## config.mk

```make
export PLATFORM = sky130hd
export DESIGN_NAME = stored_zip_entry_extractor_top
export DESIGN_NICKNAME = d
export VERILOG_FILES = /design/src/rtl/szee_pkg.sv /design/src/rtl/szee_parser.sv /design/src/rtl/szee_queue.sv /design/src/rtl/szee_out.sv /design/src/rtl/stored_zip_entry_extractor_top.sv
export SDC_FILE = /design/constraint.sdc
export NUM_CORES = 1
export LEC_CHECK = 0
export ABC_CLOCK_PERIOD_IN_PS = 7500
export BUFFER_PORTS_ARGS = -buffer_cell sky130_fd_sc_hd__buf_2
export CAP_MARGIN = 20
export CORE_MARGIN = 4
export CORE_UTILIZATION = 62
export DETAILED_ROUTE_END_ITERATION = 7
export PLACE_DENSITY = 0.8
export SLEW_MARGIN = 10
export SYNTH_ARGS = -nofsm -noshare
export SYNTH_HDL_FRONTEND = slang
export SYNTH_HIERARCHICAL = 1
export SYNTH_SLANG_ARGS = --single-unit
```

## constraint.sdc

```tcl
create_clock -name aclk -period 7.5 [get_ports aclk]
set_input_delay 0.75 -clock aclk [delete_from_list [all_inputs] [get_ports aclk]]
set_output_delay 0.75 -clock aclk [all_outputs]
set_load 0.01 [all_outputs]
```

## src/rtl/szee_pkg.sv

```systemverilog
// ---------------------------------------------------------------------------
// szee_pkg
// Types, constants and helpers shared by the stored ZIP entry extractor.
// ---------------------------------------------------------------------------
package szee_pkg;

    localparam int MAX_NAME_CHARS_DEF = 16;
    localparam int NAME_IDX_W         = 4;    // 16 characters per configured name
    localparam int QUEUE_DEPTH        = 2;

    localparam logic [31:0] LOCAL_HDR_SIG = 32'h504B0304;
    localparam int HEADER_BYTES  = 30;
    localparam int SIG_BYTES     = 4;
    localparam int SIZE_AT       = 18;
    localparam int NAME_LEN_AT   = 26;
    localparam int EXTRA_LEN_AT  = 28;

    typedef enum logic [4:0] {
        PH_SCAN    = 5'b00001,
        PH_HEADER  = 5'b00010,
        PH_NAME    = 5'b00100,
        PH_EXTRA   = 5'b01000,
        PH_PAYLOAD = 5'b10000
    } phase_t;

    typedef enum logic [2:0] {
        REG_FIRST_NAME_LOW     = 3'd0,
        REG_FIRST_NAME_HIGH    = 3'd1,
        REG_FIRST_NAME_LENGTH  = 3'd2,
        REG_SECOND_NAME_LOW    = 3'd3,
        REG_SECOND_NAME_HIGH   = 3'd4,
        REG_SECOND_NAME_LENGTH = 3'd5
    } cfg_reg_t;

    typedef struct packed {
        logic [63:0] low;
        logic [63:0] high;
        logic [4:0]  length;
    } name_cfg_t;

    typedef struct packed {
        name_cfg_t first;
        name_cfg_t second;
    } names_cfg_t;

    typedef struct packed {
        logic        entry_last;
        logic [31:0] payload_offset;
        logic        target;
        logic [7:0]  payload_byte;
    } result_t;

    // Character idx of a configured name, character 0 in the low byte of low.
    function automatic logic [7:0] name_char(input name_cfg_t nc,
                                             input logic [NAME_IDX_W-1:0] idx);
        logic [127:0] chars;
        chars = {nc.high, nc.low};
        return chars[{idx, 3'b000} +: 8];
    endfunction

endpackage

```

## src/rtl/szee_parser.sv

```systemverilog
// ---------------------------------------------------------------------------
// szee_parser
// Front end: signature scan, local header decode, name compare and payload
// classification. Produces at most one result per accepted byte.
// ---------------------------------------------------------------------------
module szee_parser import szee_pkg::*; #(
    parameter int MAX_NAME_CHARS = MAX_NAME_CHARS_DEF
) (
    input  logic       aclk,
    input  logic       aresetn,
    input  logic       in_fire,
    input  logic [7:0] in_byte,
    input  logic       in_start,
    input  names_cfg_t cfg,
    output logic       res_valid,
    output result_t    res
);

    localparam logic [4:0]  MAX_LEN   = 5'(MAX_NAME_CHARS);
    localparam logic [31:0] MAX_INDEX = 32'(MAX_NAME_CHARS);

    phase_t      phase_reg, phase_next;
    logic [23:0] window_reg, window_next;
    logic [31:0] count_reg, count_next;
    logic [31:0] size_reg, size_next;
    logic [15:0] name_len_reg, name_len_next;
    logic [15:0] extra_len_reg, extra_len_next;
    logic [1:0]  flags_reg, flags_next;

    // State as seen by this byte, after the clear that a start byte causes.
    phase_t      cur_phase;
    logic [23:0] cur_window;
    logic [31:0] cur_count;
    logic [31:0] cur_size;
    logic [15:0] cur_name_len;
    logic [15:0] cur_extra_len;
    logic [1:0]  cur_flags;

    logic [31:0] count_inc;
    logic [31:0] sig_word;
    logic        pay_last;
    logic        emit;

    function automatic logic len_ok(input logic [4:0] len, input logic [15:0] nl);
        return (len != 5'd0) && (len <= MAX_LEN) && ({11'd0, len} == nl);
    endfunction

    always_comb begin
        cur_phase     = in_start ? PH_SCAN : phase_reg;
        cur_window    = in_start ? 24'd0 : window_reg;
        cur_count     = in_start ? 32'd0 : count_reg;
        cur_size      = in_start ? 32'd0 : size_reg;
        cur_name_len  = in_start ? 16'd0 : name_len_reg;
        cur_extra_len = in_start ? 16'd0 : extra_len_reg;
        cur_flags     = in_start ? 2'b11 : flags_reg;
    end

    assign count_inc = cur_count + 32'd1;
    assign sig_word  = {cur_window, in_byte};
    assign pay_last  = ({1'b0, cur_count} + 33'd1) >= {1'b0, cur_size};

    always_comb begin
        phase_next     = cur_phase;
        window_next    = cur_window;
        count_next     = cur_count;
        size_next      = cur_size;
        name_len_next  = cur_name_len;
        extra_len_next = cur_extra_len;
        flags_next     = cur_flags;
        emit           = 1'b0;

        case (cur_phase)
            PH_HEADER: begin
                case (cur_count)
                    SIZE_AT:          size_next[7:0]       = in_byte;
                    SIZE_AT + 1:      size_next[15:8]      = in_byte;
                    SIZE_AT + 2:      size_next[23:16]     = in_byte;
                    SIZE_AT + 3:      size_next[31:24]     = in_byte;
                    NAME_LEN_AT:      name_len_next[7:0]   = in_byte;
                    NAME_LEN_AT + 1:  name_len_next[15:8]  = in_byte;
                    EXTRA_LEN_AT:     extra_len_next[7:0]  = in_byte;
                    EXTRA_LEN_AT + 1: extra_len_next[15:8] = in_byte;
                    default: ;
                endcase
                count_next = count_inc;
                if (count_inc >= 32'(HEADER_BYTES)) begin
                    flags_next = {len_ok(cfg.second.length, name_len_next),
                                  len_ok(cfg.first.length, name_len_next)};
                    count_next = 32'd0;
                    if (name_len_next != 16'd0) begin
                        phase_next = PH_NAME;
                    end else if (extra_len_next != 16'd0) begin
                        phase_next = PH_EXTRA;
                    end else if (size_next != 32'd0) begin
                        phase_next = PH_PAYLOAD;
                    end else begin
                        phase_next  = PH_SCAN;
                        window_next = 24'd0;
                    end
                end
            end

            PH_NAME: begin
                if (cur_count >= MAX_INDEX) begin
                    flags_next = 2'b00;
                end else begin
                    if (name_char(cfg.first, cur_count[NAME_IDX_W-1:0]) != in_byte) begin
                        flags_next[0] = 1'b0;
                    end
                    if (name_char(cfg.second, cur_count[NAME_IDX_W-1:0]) != in_byte) begin
                        flags_next[1] = 1'b0;
                    end
                end
                count_next = count_inc;
                if (count_inc >= {16'd0, cur_name_len}) begin
                    count_next = 32'd0;
                    if (cur_extra_len != 16'd0) begin
                        phase_next = PH_EXTRA;
                    end else if (cur_size != 32'd0) begin
                        phase_next = PH_PAYLOAD;
                    end else begin
                        phase_next  = PH_SCAN;
                        window_next = 24'd0;
                    end
                end
            end

            PH_EXTRA: begin
                count_next = count_inc;
                if (count_inc >= {16'd0, cur_extra_len}) begin
                    count_next = 32'd0;
                    if (cur_size != 32'd0) begin
                        phase_next = PH_PAYLOAD;
                    end else begin
                        phase_next  = PH_SCAN;
                        window_next = 24'd0;
                    end
                end
            end

            PH_PAYLOAD: begin
                emit = (cur_flags != 2'b00);
                if (pay_last) begin
                    phase_next  = PH_SCAN;
                    window_next = 24'd0;
                    count_next  = 32'd0;
                end else begin
                    count_next = count_inc;
                end
            end

            default: begin
                if (sig_word == LOCAL_HDR_SIG) begin
                    phase_next     = PH_HEADER;
                    count_next     = 32'(SIG_BYTES);
                    size_next      = 32'd0;
                    name_len_next  = 16'd0;
                    extra_len_next = 16'd0;
                    window_next    = 24'd0;
                end else begin
                    phase_next  = PH_SCAN;
                    window_next = sig_word[23:0];
                end
            end
        endcase
    end

    assign res_valid          = in_fire & emit;
    assign res.payload_byte   = in_byte;
    assign res.target         = ~cur_flags[0];
    assign res.payload_offset = cur_count;
    assign res.entry_last     = pay_last;

    always_ff @(posedge aclk) begin
        if (!aresetn) begin
            phase_reg     <= PH_SCAN;
            window_reg    <= 24'd0;
            count_reg     <= 32'd0;
            size_reg      <= 32'd0;
            name_len_reg  <= 16'd0;
            extra_len_reg <= 16'd0;
            flags_reg     <= 2'b11;
        end else if (in_fire) begin
            phase_reg     <= phase_next;
            window_reg    <= window_next;
            count_reg     <= count_next;
            size_reg      <= size_next;
            name_len_reg  <= name_len_next;
            extra_len_reg <= extra_len_next;
            flags_reg     <= flags_next;
        end
    end

endmodule

```

## src/rtl/szee_queue.sv

```systemverilog
// ---------------------------------------------------------------------------
// szee_queue
// Short first-in first-out queue of results between front and back end.
// ---------------------------------------------------------------------------
module szee_queue import szee_pkg::*; (
    input  logic    aclk,
    input  logic    aresetn,
    input  logic    push,
    input  result_t push_data,
    output logic    full,
    input  logic    pop,
    output logic    pop_valid,
    output result_t pop_data
);

    localparam int PTR_W = (QUEUE_DEPTH > 1) ? $clog2(QUEUE_DEPTH) : 1;
    localparam int CNT_W = $clog2(QUEUE_DEPTH + 1);
    localparam logic [PTR_W-1:0] LAST_SLOT = PTR_W'(QUEUE_DEPTH - 1);

    result_t            slots_reg [QUEUE_DEPTH];
    logic [PTR_W-1:0]   wr_ptr_reg, wr_ptr_next;
    logic [PTR_W-1:0]   rd_ptr_reg, rd_ptr_next;
    logic [CNT_W-1:0]   count_reg, count_next;
    logic               do_push;
    logic               do_pop;

    assign full      = (count_reg == CNT_W'(QUEUE_DEPTH));
    assign pop_valid = (count_reg != '0);
    assign pop_data  = slots_reg[rd_ptr_reg];
    assign do_push   = push & ~full;
    assign do_pop    = pop & pop_valid;

    always_comb begin
        wr_ptr_next = wr_ptr_reg;
        rd_ptr_next = rd_ptr_reg;
        if (do_push) begin
            wr_ptr_next = (wr_ptr_reg == LAST_SLOT) ? '0 : wr_ptr_reg + PTR_W'(1);
        end
        if (do_pop) begin
            rd_ptr_next = (rd_ptr_reg == LAST_SLOT) ? '0 : rd_ptr_reg + PTR_W'(1);
        end
        count_next = count_reg + CNT_W'(do_push) - CNT_W'(do_pop);
    end

    always_ff @(posedge aclk) begin
        if (do_push) begin
            slots_reg[wr_ptr_reg] <= push_data;
        end
    end

    always_ff @(posedge aclk) begin
        if (!aresetn) begin
            wr_ptr_reg <= '0;
            rd_ptr_reg <= '0;
            count_reg  <= '0;
        end else begin
            wr_ptr_reg <= wr_ptr_next;
            rd_ptr_reg <= rd_ptr_next;
            count_reg  <= count_next;
        end
    end

endmodule

```

## src/rtl/szee_out.sv

```systemverilog
// ---------------------------------------------------------------------------
// szee_out
// Back end: drains the queue into the registered result channel.
// ---------------------------------------------------------------------------
module szee_out import szee_pkg::*; (
    input  logic        aclk,
    input  logic        aresetn,
    input  logic        q_valid,
    input  result_t     q_data,
    output logic        q_pop,
    output logic        m_tvalid,
    input  logic        m_tready,
    output logic [39:0] m_tdata,
    output logic        m_tuser,
    output logic        m_tlast
);

    logic    valid_reg, valid_next;
    result_t data_reg;
    logic    load;

    // The output register refills in the same cycle that it is emptied.
    assign load       = q_valid & (~valid_reg | m_tready);
    assign q_pop      = load;
    assign valid_next = load | (valid_reg & ~m_tready);

    always_ff @(posedge aclk) begin
        if (load) begin
            data_reg <= q_data;
        end
    end

    always_ff @(posedge aclk) begin
        if (!aresetn) begin
            valid_reg <= 1'b0;
        end else begin
            valid_reg <= valid_next;
        end
    end

    assign m_tvalid = valid_reg;
    assign m_tdata  = {data_reg.payload_offset, data_reg.payload_byte};
    assign m_tuser  = data_reg.target;
    assign m_tlast  = data_reg.entry_last;

endmodule

```

## src/rtl/stored_zip_entry_extractor_top.sv

```systemverilog
// ---------------------------------------------------------------------------
// stored_zip_entry_extractor_top
// Extracts the content of up to two named entries from a stored ZIP stream.
// ---------------------------------------------------------------------------
// Usage:
// The s_ channel takes one archive byte per transaction in s_tdata; s_tuser
// marks the first byte of a new archive and clears the parser before that
// byte is parsed. Each content byte of an entry whose name equals one of the
// two configured names leaves on the m_ channel: m_tdata carries the byte and
// its offset inside the entry, m_tuser tells which name matched (the first
// wins when both do), m_tlast flags the entry's final byte.
// Names are written on the cfg_ channel; the user must do so only while the
// block is idle, which the block itself does not enforce. Throughput is one
// byte per cycle while s_tready is high: the parser updates its header
// counter and compares one name character per byte. A result shows on
// m_tvalid after its byte is taken: it is written into the result queue and
// then loads into the output register, from which the receiver accepts it.
// Reset (aresetn low at a clock edge) clears the parser, the queue, the
// output register and all name registers.
// When the receiver stalls, results collect in the two-entry queue while the
// output register holds its transaction; s_tready falls only once the queue
// is full, so bytes that produce no result also wait then.
// ---------------------------------------------------------------------------
module stored_zip_entry_extractor_top import szee_pkg::*; #(
    parameter int MAX_NAME_CHARS = MAX_NAME_CHARS_DEF
) (
    input  logic        aclk,
    input  logic        aresetn,
    // Archive byte stream.
    input  logic        s_tvalid,
    output logic        s_tready,
    input  logic [7:0]  s_tdata,    // [7:0] archive_byte
    input  logic        s_tuser,    // [0] archive_start
    // Extracted content stream.
    output logic        m_tvalid,
    input  logic        m_tready,
    output logic [39:0] m_tdata,    // [7:0] payload_byte, [39:8] payload_offset
    output logic        m_tuser,    // [0] target
    output logic        m_tlast,    // entry_last
    // Register write channel.
    input  logic        cfg_valid,
    output logic        cfg_ready,
    input  logic [2:0]  cfg_index,
    input  logic [63:0] cfg_data
);

    names_cfg_t names_reg;
    logic       in_fire;
    logic       cfg_fire;
    logic       res_valid;
    result_t    res;
    logic       q_full;
    logic       q_valid;
    result_t    q_data;
    logic       q_pop;

    // Registers are accepted every cycle.
    assign cfg_ready = 1'b1;
    assign cfg_fire  = cfg_valid & cfg_ready;

    always_ff @(posedge aclk) begin
        if (!aresetn) begin
            names_reg <= '0;
        end else if (cfg_fire) begin
            case (cfg_reg_t'(cfg_index))
                REG_FIRST_NAME_LOW:     names_reg.first.low     <= cfg_data;
                REG_FIRST_NAME_HIGH:    names_reg.first.high    <= cfg_data;
                REG_FIRST_NAME_LENGTH:  names_reg.first.length  <= cfg_data[4:0];
                REG_SECOND_NAME_LOW:    names_reg.second.low    <= cfg_data;
                REG_SECOND_NAME_HIGH:   names_reg.second.high   <= cfg_data;
                REG_SECOND_NAME_LENGTH: names_reg.second.length <= cfg_data[4:0];
                default: ;
            endcase
        end
    end

    // A byte is taken whenever the queue can absorb a possible result.
    assign s_tready = ~q_full;
    assign in_fire  = s_tvalid & s_tready;

    szee_parser #(
        .MAX_NAME_CHARS (MAX_NAME_CHARS)
    ) u_parser (
        .aclk      (aclk),
        .aresetn   (aresetn),
        .in_fire   (in_fire),
        .in_byte   (s_tdata),
        .in_start  (s_tuser),
        .cfg       (names_reg),
        .res_valid (res_valid),
        .res       (res)
    );

    szee_queue u_queue (
        .aclk      (aclk),
        .aresetn   (aresetn),
        .push      (res_valid),
        .push_data (res),
        .full      (q_full),
        .pop       (q_pop),
        .pop_valid (q_valid),
        .pop_data  (q_data)
    );

    szee_out u_out (
        .aclk     (aclk),
        .aresetn  (aresetn),
        .q_valid  (q_valid),
        .q_data   (q_data),
        .q_pop    (q_pop),
        .m_tvalid (m_tvalid),
        .m_tready (m_tready),
        .m_tdata  (m_tdata),
        .m_tuser  (m_tuser),
        .m_tlast  (m_tlast)
    );

endmodule

```

==> results.json <==
{
  "yosys.cell_types.count": 98,
  "largest_reg_flops": 266,
  "postSynth.asyncResetShare_pct": 0,
  "synth_ff_type": "dfxtp_1",
  "p_leak_nw": 11.8,
  "yosys_register_bits": 525,
  "status": "finished clean",
  "fin_crit_ps": 5920,
  "hp-class": "flip-flop to flip-flop",
  "setup_viol": 0,
  "cts_resized": 0,
  "crit_type": "primary input to flip-flop",
  "cts.sinks": 525,
  "combPwrFrac_pct": 5.6,
  "slew_violations": 0,
  "timing.fmax_ghz": 0.169,
  "grt_pass1_wl_microns": 123000,
  "wl_microns": 79600,
  "synth_nets": 2992,
  "max_stage_delay_ps": 660,
  "synth_edf_count": 126,
  "vias": 22460,
  "maxSlewHeadroom_pct": 33.0,
  "drt_iter0_markers": 2464,
  "p_per_area_mw_per_mm2": 204,
  "cp.arrival_ps": 6360,
  "cts_tree": "done",
  "fp.dieArea_sq_mm": 0.0474,
  "io_pins": 126,
  "firstDrtPassIters": 6,
  "post-route-period-util_pct": 78.9,
  "wire_per_inst_microns": 22.9,
  "cts_setup_buffers": 0,
  "route.detailed.drc": 0,
  "switching_share_pct": 22.8,
  "avgSynthCellArea_sq_um": 9.60,
  "clkTransAtPathRegs_ps": 60,
  "insertion_delay_ps": 620,
  "cp-end-kind": "flip-flop",
  "max-cap-violations": 0,
  "pwr-share-seq_pct": 48.3,
  "cts_made_buffers": 54,
  "grt.overflow.total": 0,
  "switchingPower_w": 0.00138,
  "ys_warn_count": 6,
  "final_hold_viol_count": 0,
  "grt_max_degree": 153,
  "n_antenna_cell": 0,
  "vdd_ir_drop_max_uv": 193,
  "worstMarginPinSlew_ps": 1010,
  "fp.dieW_microns": 218,
  "cellInternalPower_w": 0.00469,
  "clockBufferDepth": 3,
  "post-route-util_pct": 68.7,
  "detail-route-antenna-nets": 0,
  "port_buffers": 124,
  "core_sq_mm": 0.0433,
  "cts_root_buf": "clkbuf_16",
  "area_growth_pct": 8.89,
  "dieHeight_microns": 218,
  "drive_above_1_share_pct": 13.1,
  "syn_inst": 2843,
  "critPathSlowestCell": "nor2_1",
  "holdBufCountCts": 0,
  "setup.worst_path.start_class": "primary input",
  "nets": 3002,
  "power_frac_clock_pct": 46.1,
  "worst_clock_skew_ps": 36.7,
  "row_count": 76,
  "vias_per_cell": 6.46,
  "crit_chain": "buf_4 -> nand2b_1 -> inv_2 -> ha_1 -> and3_1 -> nand4_1 -> buf_4 -> or4_4 -> xor2_1 -> clkinv_2 -> ha_1 -> nand4_1 -> nor4_1 -> nand2_1 -> nor4_1 -> nand2_1 -> o32ai_1 -> nor3_4 -> nor2_1 -> o21ai_0",
  "gp_congestion": 0.990,
  "netlist_area_sq_mm": 0.0273,
  "initial_utilization_pct": 63.1,
  "dpl.hpwl_microns": 53200,
  "first_global_vias": 22079,
  "grtUsageTotal_pct": 32.5,
  "required_ps": 7940,
  "htreeDepth": 2,
  "crit_fanout": 49,
  "finalSetupTns_ps": 0,
  "antenna_found_initial": 0,
  "rsz0062_at_grt": "false",
  "yosysSeqAreaShare_pct": 43.1
}
cells by family after synthesis:
group / after synthesis / share of synthesized area [%]
multiplexers: 421 / 16.5
XOR/XNOR: 54 / 1.73
buffers and inverters: 267 / 5.49
AO/OA/AOI/OAI: 472 / 12.0
flip-flops: 525 / 43.1
AND/OR/NAND/NOR: 1034 / 18.0
adder cells (fa/ha/maj): 69 / 3.16
other: 1 / 0.0137
cells in the mapped netlist (13+ instances only):
library cell	count	share of area [%]
a211oi_1	13	0.36
a22oi_1	73	2.0
buf_4	18	0.50
buf_2	47	0.86
mux2_4	42	2.3
o21ai_1	25	0.46
a21oi_1	47	0.86
o22ai_1	26	0.60
nor2b_1	30	0.69
nand4_1	27	0.62
nor4_1	39	0.89
or2_2	14	0.32
ha_1	68	3.1
inv_1	43	0.59
and3_1	28	0.64
nand2b_1	22	0.50
a221oi_1	21	0.67
nor2_1	125	1.7
xor2_1	23	0.74
xnor2_1	31	1.0
a32o_1	14	0.51
a221o_1	13	0.48
a22o_1	21	0.67
mux2_2	19	0.78
clkbuf_1	103	1.4
nand3_1	38	0.70
nand2_1	547	7.5
mux2i_1	356	13
and2_1	17	0.39
dfxtp_1	399	29
o21ai_0	83	1.5
a31oi_1	41	0.94
buf_6	25	1.0
edfxtp_1	126	14
nor3_1	66	1.2
through the flow:
stage               instance area [sq um]  setup WS [ps]  total power (W)  hold WS, ps  std cells
detailed placement                  27800           1100          0.00332          448       3379
finish                              29700           1580          0.00607          455       3479
global route                        29700           1150          0.00625          467       3479
global placement                    27800           1080          0.00331          441       3378
floorplan                           27300           1560          0.00322          433       2843
CTS                                 29700           1740          0.00609          449       3476
placed cells by master (no fill, tap or decap), types with 46 or more instances in the layout:
master,n
ha_1,68
nor2_1,124
nor3_1,66
clkbuf_16,57
mux2i_1,356
dfxtp_1,396
o21ai_0,83
a22oi_1,73
a21oi_1,46
nand2_1,546
buf_2,122
edfxtp_1,126
power by group through the flow:
stage | Clock (W) | Combinational (W) | Sequential, W
finish | 0.00280 | 0.000339 | 0.00293
global route | 0.00295 | 0.000357 | 0.00294
CTS | 0.00283 | 0.000329 | 0.00293
detailed placement | 0 | 0.000327 | 0.00300
global placement | 0 | 0.000319 | 0.00299
floorplan | 0 | 0.000228 | 0.00299
worst max-delay path: cells and delay by family:
| kind | cells | cell delay, ps |
|---|---|---|
| buffers and inverters | 4 | 670 |
| XOR/XNOR | 1 | 260 |
| adder cells (fa/ha/maj) | 2 | 710 |
| AO/OA/AOI/OAI | 2 | 660 |
| AND/OR/NAND/NOR | 11 | 3310 |
path summary, 6_finish.rpt:
kind	from	end	slack, ps	cells after the start
setup / recovery	s_tuser	u_parser/count_reg[16]	1580	20
hold / removal	names_reg[251]	names_reg[251]	460	2
setup reg to reg	u_parser/count_reg[1]	u_parser/count_reg[16]	1660	16
hold reg to reg	names_reg[251]	names_reg[251]	460	2
cell type report:
type                    count  area (sq um)
clock buffers              79          1620
clock inverters            18           253
fillers                  3300         13600
inverters                  51           193
multi-input cells        2051         14100
flip-flops and latches    525         11800
well taps                 585           732
repair buffers            170          1030
routing by layer:
layer / vias up / track usage [%] / wire [microns]
met5: - / 0 / 0
met4: 0 / 17.8 / 4930
met3: 275 / 4.72 / 6190
met2: 1156 / 54.3 / 37500
met1: 10763 / 40.7 / 31000
li1: 10266 / - / -
No activity file was read; power rests on OpenSTA's default activity.
